`src/sv/cbsp_pkg.sv`:
```
`default_nettype none

package cbsp_pkg;

    // widths fixed by the word fields
    localparam int COORD_W  = 24;
    localparam int U_W      = 17;
    localparam int CNT_W    = 5;
    localparam int DEG_W    = 2;
    localparam int T_W      = 21;   // u * spans, at most 31 * 65536
    localparam int W_W      = 33;   // basis weight, Q1.32 up to 1.0
    localparam int DVD_W    = 54;   // weight * distance + half divisor
    localparam int PROD_W   = 59;
    localparam int ACC_W    = 57;
    localparam int KIDX_W   = 7;
    localparam int DIV_STEPS = 33;

    localparam logic [U_W-1:0] U_ONE   = 17'h10000;
    localparam logic [W_W-1:0] W_ONE   = 33'h1_0000_0000;

    localparam logic OP_WRITE = 1'b0;
    localparam logic OP_EVAL  = 1'b1;

    localparam logic STATUS_OK  = 1'b0;
    localparam logic STATUS_ERR = 1'b1;

    typedef enum logic [10:0] {
        ST_IDLE  = 11'b000_0000_0001,
        ST_SETUP = 11'b000_0000_0010,
        ST_MUL   = 11'b000_0000_0100,
        ST_LOAD  = 11'b000_0000_1000,
        ST_DIV   = 11'b000_0001_0000,
        ST_UPD   = 11'b000_0010_0000,
        ST_RD    = 11'b000_0100_0000,
        ST_MX    = 11'b000_1000_0000,
        ST_MY    = 11'b001_0000_0000,
        ST_MZ    = 11'b010_0000_0000,
        ST_DONE  = 11'b100_0000_0000
    } state_t;

    // clamped uniform knot j, scaled to 1/65536 of a span
    function automatic logic [T_W-1:0] knot_scaled(
        input logic [KIDX_W-1:0] idx,
        input logic [DEG_W-1:0]  deg,
        input logic [CNT_W-1:0]  spans
    );
        logic signed [KIDX_W+1:0] v;
        logic [CNT_W-1:0]         vc;
        v  = $signed({2'b00, idx}) - $signed({{(KIDX_W){1'b0}}, deg});
        if (v < 0)
            vc = '0;
        else if (v > $signed({{(KIDX_W+2-CNT_W){1'b0}}, spans}))
            vc = spans;
        else
            vc = v[CNT_W-1:0];
        return {vc, 16'h0000};
    endfunction

    // round half up, then limit to the coordinate range
    function automatic logic [COORD_W-1:0] round_coord(input logic signed [ACC_W-1:0] s);
        logic signed [ACC_W:0]  b;
        logic signed [25:0]     q;
        b = {s[ACC_W-1], s} + $signed({{(ACC_W-31){1'b0}}, 32'h8000_0000});
        q = b[ACC_W:32];
        if (q > 26'sd8388607)
            return 24'h7F_FFFF;
        else if (q < -26'sd8388608)
            return 24'h80_0000;
        else
            return q[COORD_W-1:0];
    endfunction

endpackage

`default_nettype wire

```
`src/sv/clamped_bspline_point_eval.sv`:
```
// clamped uniform b-spline point evaluator
//
// input stream: s_axis_tuser selects the word kind. a write word stores one
// control point in the point table and gives no output word. an evaluate
// word brings param_u and gives one curve point on the output stream,
// status in m_axis_tuser.
// s_axis_tready is high only while the sequencer is idle. an evaluate word
// runs on one shared multiplier and one radix-2 divider: after setup, each
// of the degree*(degree+1)/2 basis splits runs multiply, load, 33 divide
// steps and update, and the weighted sum reads each control point and
// multiplies and accumulates x, y and z, then rounds and hands over.
// a count not above the degree is answered with status 1.
// the result sits in an output register; the next word is taken while it
// waits, and a finished result waits in the done state until the register
// is free. config writes go on the plain write port; the user must make
// them only while idle, the block itself does not enforce it.
// reset clears control state and restores count 4, degree 3; the point
// table holds nothing defined until written.
`default_nettype none

module clamped_bspline_point_eval #(
    parameter int MAX_POINTS = 16,
    parameter int MAX_DEGREE = 3
) (
    input  wire logic        clk,
    input  wire logic        rst_n,
    input  wire logic        cfg_wr_en,
    input  wire logic        cfg_addr,
    input  wire logic [4:0]  cfg_wdata,
    input  wire logic        s_axis_tvalid,
    output logic             s_axis_tready,
    // point_index, in_x, in_y, in_z, param_u, zero fill
    input  wire logic [95:0] s_axis_tdata,
    // op
    input  wire logic        s_axis_tuser,
    output logic             m_axis_tvalid,
    input  wire logic        m_axis_tready,
    // out_x, out_y, out_z
    output logic [71:0]      m_axis_tdata,
    // status
    output logic             m_axis_tuser
);

    localparam int AW = (MAX_POINTS > 1) ? $clog2(MAX_POINTS) : 1;
    localparam logic [cbsp_pkg::CNT_W-1:0] CNT_CAP =
        (MAX_POINTS > 31) ? 5'd31 : 5'(MAX_POINTS);
    localparam logic [cbsp_pkg::DEG_W-1:0] DEG_CAP =
        (MAX_DEGREE > 3) ? 2'd3 : 2'(MAX_DEGREE);
    localparam int WN = int'(DEG_CAP) + 1;
    localparam int WI = (WN > 1) ? $clog2(WN) : 1;

    localparam logic CFG_COUNT  = 1'b0;
    localparam logic CFG_DEGREE = 1'b1;

    cbsp_pkg::state_t state_reg, state_next;

    logic [cbsp_pkg::CNT_W-1:0] point_count_reg;
    logic [cbsp_pkg::DEG_W-1:0] curve_degree_reg;

    logic [3*cbsp_pkg::COORD_W-1:0] mem [MAX_POINTS];
    logic [3*cbsp_pkg::COORD_W-1:0] rd_data_reg;

    logic [cbsp_pkg::U_W-1:0]    u_reg;
    logic [cbsp_pkg::T_W-1:0]    t_reg;
    logic [cbsp_pkg::CNT_W-1:0]  k_reg;
    logic [cbsp_pkg::KIDX_W-1:0] s_reg;
    logic [1:0]                  j_reg;
    logic [1:0]                  r_reg;
    logic [1:0]                  jj_reg;
    logic                        err_reg;
    logic [cbsp_pkg::W_W-1:0]    w_reg [WN];
    logic [cbsp_pkg::W_W-1:0]    carry_reg;
    logic signed [cbsp_pkg::PROD_W-1:0] prod_reg;
    logic [cbsp_pkg::T_W-1:0]    d_reg;
    logic [cbsp_pkg::T_W-1:0]    rem_reg;
    logic [cbsp_pkg::DIV_STEPS-1:0] low_reg;
    logic [5:0]                  dcnt_reg;
    logic signed [cbsp_pkg::ACC_W-1:0] accx_reg, accy_reg, accz_reg;

    logic                        out_valid_reg;
    logic [71:0]                 out_data_reg;
    logic                        out_status_reg;

    // derived configuration
    logic [cbsp_pkg::CNT_W-1:0] cnt;
    logic [cbsp_pkg::DEG_W-1:0] deg;
    logic [cbsp_pkg::CNT_W-1:0] spans;
    assign cnt   = (point_count_reg > CNT_CAP) ? CNT_CAP : point_count_reg;
    assign deg   = (curve_degree_reg > DEG_CAP) ? DEG_CAP : curve_degree_reg;
    assign spans = cnt - {3'b000, deg};

    // input fields
    logic                        in_op;
    logic [3:0]                  in_index;
    logic [cbsp_pkg::U_W-1:0]    in_u;
    assign in_op    = s_axis_tuser;
    assign in_index = s_axis_tdata[3:0];
    assign in_u     = s_axis_tdata[92:76];

    logic in_fire, out_fire, out_free;
    assign s_axis_tready = (state_reg == cbsp_pkg::ST_IDLE);
    assign in_fire  = s_axis_tvalid && s_axis_tready;
    assign out_fire = out_valid_reg && m_axis_tready;
    assign out_free = !out_valid_reg || m_axis_tready;

    // span lookup
    logic [cbsp_pkg::T_W-1:0]   t_calc;
    logic [cbsp_pkg::CNT_W-1:0] k_calc;
    assign t_calc = {4'd0, u_reg} * {16'd0, spans};
    assign k_calc = (t_calc[cbsp_pkg::T_W-1:16] > spans - 5'd1) ? spans - 5'd1
                                                                 : t_calc[cbsp_pkg::T_W-1:16];

    // knot distances for the current split
    logic [cbsp_pkg::T_W-1:0] knot_hi, knot_lo, rgt, lft, d_calc;
    assign knot_hi = cbsp_pkg::knot_scaled(s_reg + 7'(r_reg) + 7'd1, deg, spans);
    assign knot_lo = cbsp_pkg::knot_scaled(s_reg + 7'(r_reg) + 7'd1 - 7'(j_reg), deg, spans);
    assign rgt     = knot_hi - t_reg;
    assign lft     = t_reg - knot_lo;
    assign d_calc  = rgt + lft;

    // shared multiplier
    logic [cbsp_pkg::W_W-1:0]            w_sel;
    logic signed [cbsp_pkg::W_W:0]       mul_a;
    logic signed [cbsp_pkg::COORD_W:0]   mul_b;
    logic signed [cbsp_pkg::PROD_W-1:0]  mul_p;
    assign w_sel = (state_reg == cbsp_pkg::ST_MUL) ? w_reg[r_reg[WI-1:0]]
                                                    : w_reg[jj_reg[WI-1:0]];
    assign mul_a = $signed({1'b0, w_sel});
    always_comb
    begin
        unique case (state_reg)
            cbsp_pkg::ST_MX: mul_b = $signed({rd_data_reg[23], rd_data_reg[23:0]});
            cbsp_pkg::ST_MY: mul_b = $signed({rd_data_reg[47], rd_data_reg[47:24]});
            cbsp_pkg::ST_MZ: mul_b = $signed({rd_data_reg[71], rd_data_reg[71:48]});
            default:         mul_b = $signed({4'b0000, rgt});
        endcase
    end
    assign mul_p = mul_a * mul_b;

    // divider step
    logic [cbsp_pkg::DVD_W-1:0] dvd;
    logic [cbsp_pkg::T_W:0]     trial;
    logic                       ge;
    assign dvd   = prod_reg[cbsp_pkg::DVD_W-1:0] + {33'd0, 1'b0, d_reg[cbsp_pkg::T_W-1:1]};
    assign trial = {rem_reg, low_reg[cbsp_pkg::DIV_STEPS-1]};
    assign ge    = (trial >= {1'b0, d_reg});

    // split of one weight
    logic [cbsp_pkg::W_W-1:0] w_cur, split_b;
    logic                     last_r;
    assign w_cur   = w_reg[r_reg[WI-1:0]];
    assign split_b = w_cur - low_reg;
    assign last_r  = ({1'b0, r_reg} + 3'd1) == {1'b0, j_reg};

    // memory read address
    logic [6:0] rd_idx;
    assign rd_idx = {2'b00, k_reg} + {5'd0, jj_reg};

    always_comb
    begin
        state_next = state_reg;
        unique case (state_reg)
            cbsp_pkg::ST_IDLE:
            begin
                if (in_fire && in_op == cbsp_pkg::OP_EVAL)
                    state_next = (cnt <= {3'b000, deg}) ? cbsp_pkg::ST_DONE
                                                        : cbsp_pkg::ST_SETUP;
            end
            cbsp_pkg::ST_SETUP: state_next = (deg == 2'd0) ? cbsp_pkg::ST_RD
                                                           : cbsp_pkg::ST_MUL;
            cbsp_pkg::ST_MUL:   state_next = cbsp_pkg::ST_LOAD;
            cbsp_pkg::ST_LOAD:  state_next = cbsp_pkg::ST_DIV;
            cbsp_pkg::ST_DIV:
            begin
                if (dcnt_reg == 6'(cbsp_pkg::DIV_STEPS - 1))
                    state_next = cbsp_pkg::ST_UPD;
            end
            cbsp_pkg::ST_UPD:
                state_next = (last_r && j_reg == deg) ? cbsp_pkg::ST_RD : cbsp_pkg::ST_MUL;
            cbsp_pkg::ST_RD:    state_next = cbsp_pkg::ST_MX;
            cbsp_pkg::ST_MX:    state_next = cbsp_pkg::ST_MY;
            cbsp_pkg::ST_MY:    state_next = cbsp_pkg::ST_MZ;
            cbsp_pkg::ST_MZ:
                state_next = (jj_reg == deg) ? cbsp_pkg::ST_DONE : cbsp_pkg::ST_RD;
            cbsp_pkg::ST_DONE:
            begin
                if (out_free)
                    state_next = cbsp_pkg::ST_IDLE;
            end
            default:            state_next = cbsp_pkg::ST_IDLE;
        endcase
    end

    // control state
    always_ff @(posedge clk or negedge rst_n)
    begin
        if (!rst_n)
        begin
            state_reg        <= cbsp_pkg::ST_IDLE;
            point_count_reg  <= 5'd4;
            curve_degree_reg <= 2'd3;
            out_valid_reg    <= 1'b0;
        end
        else
        begin
            state_reg <= state_next;
            if (cfg_wr_en)
            begin
                unique case (cfg_addr)
                    CFG_COUNT:  point_count_reg  <= cfg_wdata;
                    CFG_DEGREE: curve_degree_reg <= cfg_wdata[1:0];
                    default:    ;
                endcase
            end
            if (state_reg == cbsp_pkg::ST_DONE && out_free)
                out_valid_reg <= 1'b1;
            else if (out_fire)
                out_valid_reg <= 1'b0;
        end
    end

    // point table
    always_ff @(posedge clk)
    begin
        if (in_fire && in_op == cbsp_pkg::OP_WRITE && int'(in_index) < MAX_POINTS)
            mem[AW'(in_index)] <= s_axis_tdata[75:4];
        rd_data_reg <= mem[rd_idx[AW-1:0]];
    end

    // datapath
    always_ff @(posedge clk)
    begin
        unique case (state_reg)
            cbsp_pkg::ST_IDLE:
            begin
                if (in_fire)
                begin
                    u_reg   <= (in_u > cbsp_pkg::U_ONE) ? cbsp_pkg::U_ONE : in_u;
                    err_reg <= (cnt <= {3'b000, deg});
                end
            end
            cbsp_pkg::ST_SETUP:
            begin
                t_reg     <= t_calc;
                k_reg     <= k_calc;
                s_reg     <= {2'b00, k_calc} + {5'd0, deg};
                j_reg     <= 2'd1;
                r_reg     <= 2'd0;
                jj_reg    <= 2'd0;
                carry_reg <= '0;
                accx_reg  <= '0;
                accy_reg  <= '0;
                accz_reg  <= '0;
                for (int i = 0; i < WN; i++)
                    w_reg[i] <= (i == 0) ? cbsp_pkg::W_ONE : '0;
            end
            cbsp_pkg::ST_MUL:
            begin
                prod_reg <= mul_p;
                d_reg    <= d_calc;
            end
            cbsp_pkg::ST_LOAD:
            begin
                // top bits stay below the divisor since the quotient fits 33 bits
                rem_reg  <= dvd[cbsp_pkg::DVD_W-1:cbsp_pkg::DIV_STEPS];
                low_reg  <= dvd[cbsp_pkg::DIV_STEPS-1:0];
                dcnt_reg <= '0;
            end
            cbsp_pkg::ST_DIV:
            begin
                rem_reg  <= ge ? cbsp_pkg::T_W'(trial - {1'b0, d_reg})
                               : trial[cbsp_pkg::T_W-1:0];
                low_reg  <= {low_reg[cbsp_pkg::DIV_STEPS-2:0], ge};
                dcnt_reg <= dcnt_reg + 6'd1;
            end
            cbsp_pkg::ST_UPD:
            begin
                w_reg[r_reg[WI-1:0]] <= carry_reg + low_reg;
                if (last_r)
                begin
                    w_reg[j_reg[WI-1:0]] <= split_b;
                    carry_reg <= '0;
                    r_reg     <= 2'd0;
                    j_reg     <= j_reg + 2'd1;
                end
                else
                begin
                    carry_reg <= split_b;
                    r_reg     <= r_reg + 2'd1;
                end
            end
            cbsp_pkg::ST_MX: accx_reg <= accx_reg + mul_p[cbsp_pkg::ACC_W-1:0];
            cbsp_pkg::ST_MY: accy_reg <= accy_reg + mul_p[cbsp_pkg::ACC_W-1:0];
            cbsp_pkg::ST_MZ:
            begin
                accz_reg <= accz_reg + mul_p[cbsp_pkg::ACC_W-1:0];
                jj_reg   <= jj_reg + 2'd1;
            end
            cbsp_pkg::ST_DONE:
            begin
                if (out_free)
                begin
                    if (err_reg)
                    begin
                        out_data_reg   <= '0;
                        out_status_reg <= cbsp_pkg::STATUS_ERR;
                    end
                    else
                    begin
                        out_data_reg   <= {cbsp_pkg::round_coord(accz_reg),
                                           cbsp_pkg::round_coord(accy_reg),
                                           cbsp_pkg::round_coord(accx_reg)};
                        out_status_reg <= cbsp_pkg::STATUS_OK;
                    end
                end
            end
            default: ;
        endcase
    end

    assign m_axis_tvalid = out_valid_reg;
    assign m_axis_tdata  = out_data_reg;
    assign m_axis_tuser  = out_status_reg;

    // split never gives more than the weight it splits
    assert property (@(posedge clk) disable iff (!rst_n)
        (state_reg == cbsp_pkg::ST_UPD) |-> (low_reg <= w_cur))
        else $error("basis split exceeds weight");

    // knot difference of a live split is at least one span
    assert property (@(posedge clk) disable iff (!rst_n)
        (state_reg == cbsp_pkg::ST_DIV) |-> (d_reg >= 21'h10000))
        else $error("divisor below one span");

    // an error word carries a zero point
    assert property (@(posedge clk) disable iff (!rst_n)
        (m_axis_tvalid && m_axis_tuser == cbsp_pkg::STATUS_ERR) |-> (m_axis_tdata == '0))
        else $error("error word with nonzero point");

    // a new output word only comes from the done state
    assert property (@(posedge clk) disable iff (!rst_n)
        $rose(m_axis_tvalid) |-> $past(state_reg == cbsp_pkg::ST_DONE))
        else $error("output word without a finished evaluation");

endmodule

`default_nettype wire

```
`config.mk`:
```
export PLATFORM = sky130hd
export DESIGN_NAME = clamped_bspline_point_eval
export DESIGN_NICKNAME = d
export VERILOG_FILES = /design/src/sv/cbsp_pkg.sv /design/src/sv/clamped_bspline_point_eval.sv
export SDC_FILE = /design/constraint.sdc
export NUM_CORES = 2
export LEC_CHECK = 0
export BUFFER_PORTS_ARGS = -buffer_cell sky130_fd_sc_hd__buf_4
export CORE_MARGIN = 2
export CORE_UTILIZATION = 51
export DETAILED_ROUTE_END_ITERATION = 16
export GPL_TIMING_DRIVEN = 1
export PLACE_DENSITY = 0.73
export SYNTH_ARGS = -nofsm -noshare
export SYNTH_HDL_FRONTEND = slang
export SYNTH_SLANG_ARGS = --single-unit
```
`constraint.sdc`:
```
create_clock -name clk -period 15 [get_ports clk]
set_input_delay 4.5 -clock clk [delete_from_list [all_inputs] [get_ports clk]]
set_output_delay 4.5 -clock clk [all_outputs]
set_load 0.1 [all_outputs]
```
==> results_dict.tcl <==
set metrics [dict create \
    clk_latency_ns 0.90 \
    first_pass_iters 6 \
    htreeDepth 4 \
    drc 0 \
    synthDistinctLibCells 95 \
    finalHoldViolations 0 \
    drive_gt1_frac 0.138 \
    synthCells 9277 \
    dpl_cell_area_um2 122000 \
    die_y_um 481 \
    numCtsBuffers 184 \
    cp_common_cell "fa_1" \
    antenna_found_initial 26 \
    fin_crit_sh 0.968 \
    core_um2 227000 \
    fin_crit_ns 14.52 \
    synth_area_leaders "edfxtp_1, fa_1, mux4_2, ha_1, inv_1" \
    setup_viol 0 \
    yosysWarningCount 0 \
    clk_pin_slew_ns 0.06 \
    slowest_stage "fa_1" \
    cts_root_buffer "clkbuf_16" \
    vias_per_cell 6.11 \
    yosys_register_bits 1845 \
    r2r_cells 65 \
    rr_startpoint "r_reg[0]" \
    slew_violations 0 \
    r2r_end "accz_reg[53]" \
    grt_usage 0.299 \
    drtIter0Drc 8726 \
    cts_tree "done" \
    setup_ws_ns 0.483 \
    wl_per_cell_um 27.0 \
    finalWeightedCongestion 0.989 \
    rrSetupSlack_ns 0.48 \
    grt_max_degree 149 \
    fin_util 0.570 \
    setup.worst_path.end "accz_reg[53]" \
    final_antenna_net_count 0 \
    port_buffers 179 \
    tns_ns 0 \
    synthArstFlopShare 0.0103 \
    finClkSkew_ns 0.0951 \
    fmax_mhz 68.9 \
    start_util 0.511 \
    synth_area_per_cell_um2 12.5 \
    max-cap-violations 0 \
    area_growth_pct 11.4 \
    synth-seq-area-share 0.471 \
    synth_edf_count 1750 \
    largest_register_ffs 1152 \
    fin_nets 11100 \
    syn_nets 10800 \
    path_depth 65 \
    clock_sinks 1845 \
    timing.critical_path.buf_inv 11 \
    grt_pass1_vias 79400 \
    overflow 0 \
    place_hpwl_um 237000 \
    syn-cell-area_um2 116000 \
    critPathKind "flip-flop to flip-flop" \
    worstPathMaxFanout 7 \
    worstSetupStartpoint "r_reg[0]" \
    yosys.area.top_type "edfxtp_1" \
    via_count 78000 \
    tightest_slew_ns 1.22 \
    die_x_um 481 \
    crit_family "adder cells" \
    critPathLaunchType "flip-flop" \
    status "finished, final reports clean" \
    final_cell_area_um2 129000 \
    timing.hold.worst.class "flip-flop to flip-flop" \
    crit_arrival_ns 15.05 \
    grt_pass1_wl_um 510000 \
    synth_top_cell_area_share 0.453 \
    maxSlewHeadroom 0.177 \
    wl_um 344000 \
    max_stage_delay_ns 0.61 \
    end_kind "flip-flop" \
    die_area_um2 231000 \
    pre_cts_ws_ns -0.175 \
    synthFlopType "edfxtp_1" \
    pin_count 183 \
    rows 175 \
    clockBufferDepth 3 \
    crit_required_ns 15.53 \
]
## logic make-up (layout without fill, tap and decap cells)
| group | Yosys count | in the layout | synth area share |
|---|---|---|---|
| xor+xnor | 483 | 483 | 0.0368 |
| flops | 1845 | 1845 | 0.471 |
| other cells | 0 | 15 | 0 |
| mux | 465 | 465 | 0.0862 |
| buf+inv | 1412 | 1882 | 0.0458 |
| fa+ha+maj | 1366 | 1366 | 0.197 |
| compound gates | 1331 | 1331 | 0.0725 |
| simple gates | 2375 | 2375 | 0.0907 |
## per-stage QoR
step           hold WS [ns]  std cells
6_report              0.529      12800
5_1_grt               0.560      12800
4_1_cts               0.533      12800
3_5_place_dp          0.521      12400
3_3_place_gp          0.486      12400
2_1_floorplan         0.424       9277
## routing by layer
metal  part of all wire  up-vias  track usage
met3               0.10      843       0.0676
met1               0.37    39600        0.383
li1                   -    33400            -
met4              0.065       26        0.167
met2               0.46     4124        0.471
met5            0.00068        -      0.00249
## cell usage in the layout, fill, tap and decap left out, types with 16 or more instances in the layout
cell / instances
clkbuf_16: 186
nand2b_1: 71
a31oi_1: 44
nand2_1: 1006
o21a_1: 43
xor2_1: 203
bufinv_16: 21
o21bai_1: 57
mux4_2: 426
or3_1: 25
a211oi_1: 37
a21o_1: 179
dfxtp_1: 74
mux2i_1: 32
clkbuf_1: 45
o211ai_1: 23
a21oi_1: 367
nor4_1: 21
nor2_1: 651
a22oi_1: 16
clkinv_1: 24
and3_1: 63
edfxtp_1: 1750
o21ai_0: 281
clkbuf_8: 20
or2_2: 22
fa_1: 769
inv_1: 1045
nand3_1: 128
nor3_1: 72
nand4_1: 50
and2_1: 97
nor2b_1: 75
xnor2_1: 265
buf_4: 477
ha_1: 593
o22ai_1: 100
## how the worst min path moves through the flow
stage | from | end | slack [ns] | depth (start not counted)
after global routing | point_count_reg[1] | point_count_reg[1] | 0.56 | 1
after detailed placement | point_count_reg[1] | point_count_reg[1] | 0.52 | 1
after floorplan | err_reg | m_axis_tuser | 0.42 | 0
final | point_count_reg[1] | point_count_reg[1] | 0.53 | 1
after global placement | point_count_reg[1] | point_count_reg[1] | 0.49 | 1
after CTS | point_count_reg[1] | point_count_reg[1] | 0.53 | 1
## cells in the mapped netlist (50+ instances only)
cell / n
a21o_1: 179
a21oi_1: 375
and2_1: 97
and3_1: 64
clkbuf_1: 323
dfxtp_1: 76
edfxtp_1: 1750
fa_1: 771
ha_1: 595
inv_1: 1047
mux4_2: 426
nand2_1: 1015
nand2b_1: 71
nand3_1: 132
nand4_1: 50
nor2_1: 664
nor2b_1: 75
nor3_1: 76
o21ai_0: 286
o21bai_1: 57
o22ai_1: 100
xnor2_1: 275
xor2_1: 204
## what timing repair did
action                                  4_1_cts  5_1_grt
resized for setup                             3       30
buffers inserted                              0        1
pin swaps                                     0        7
cloned                                        0        0
endpoints found under the setup margin        6       38
hold buffers                                  0        0
## layout make-up
class | instances | area (µm²)
Clock inverter | 96 | 1400
Timing Repair Buffer | 488 | 3800
Inverter | 1047 | 3930
Tap cell | 3009 | 3760
Fill cell | 17800 | 97500
Multi-Input combinational cell | 6020 | 56500
Antenna cell | 15 | 37.5
Sequential cell | 1845 | 54600
Clock buffer | 251 | 5100
Power is left out: the tool's default activity adds up to more than one toggle a clock period on the data nets, which glitch-free logic cannot reach.
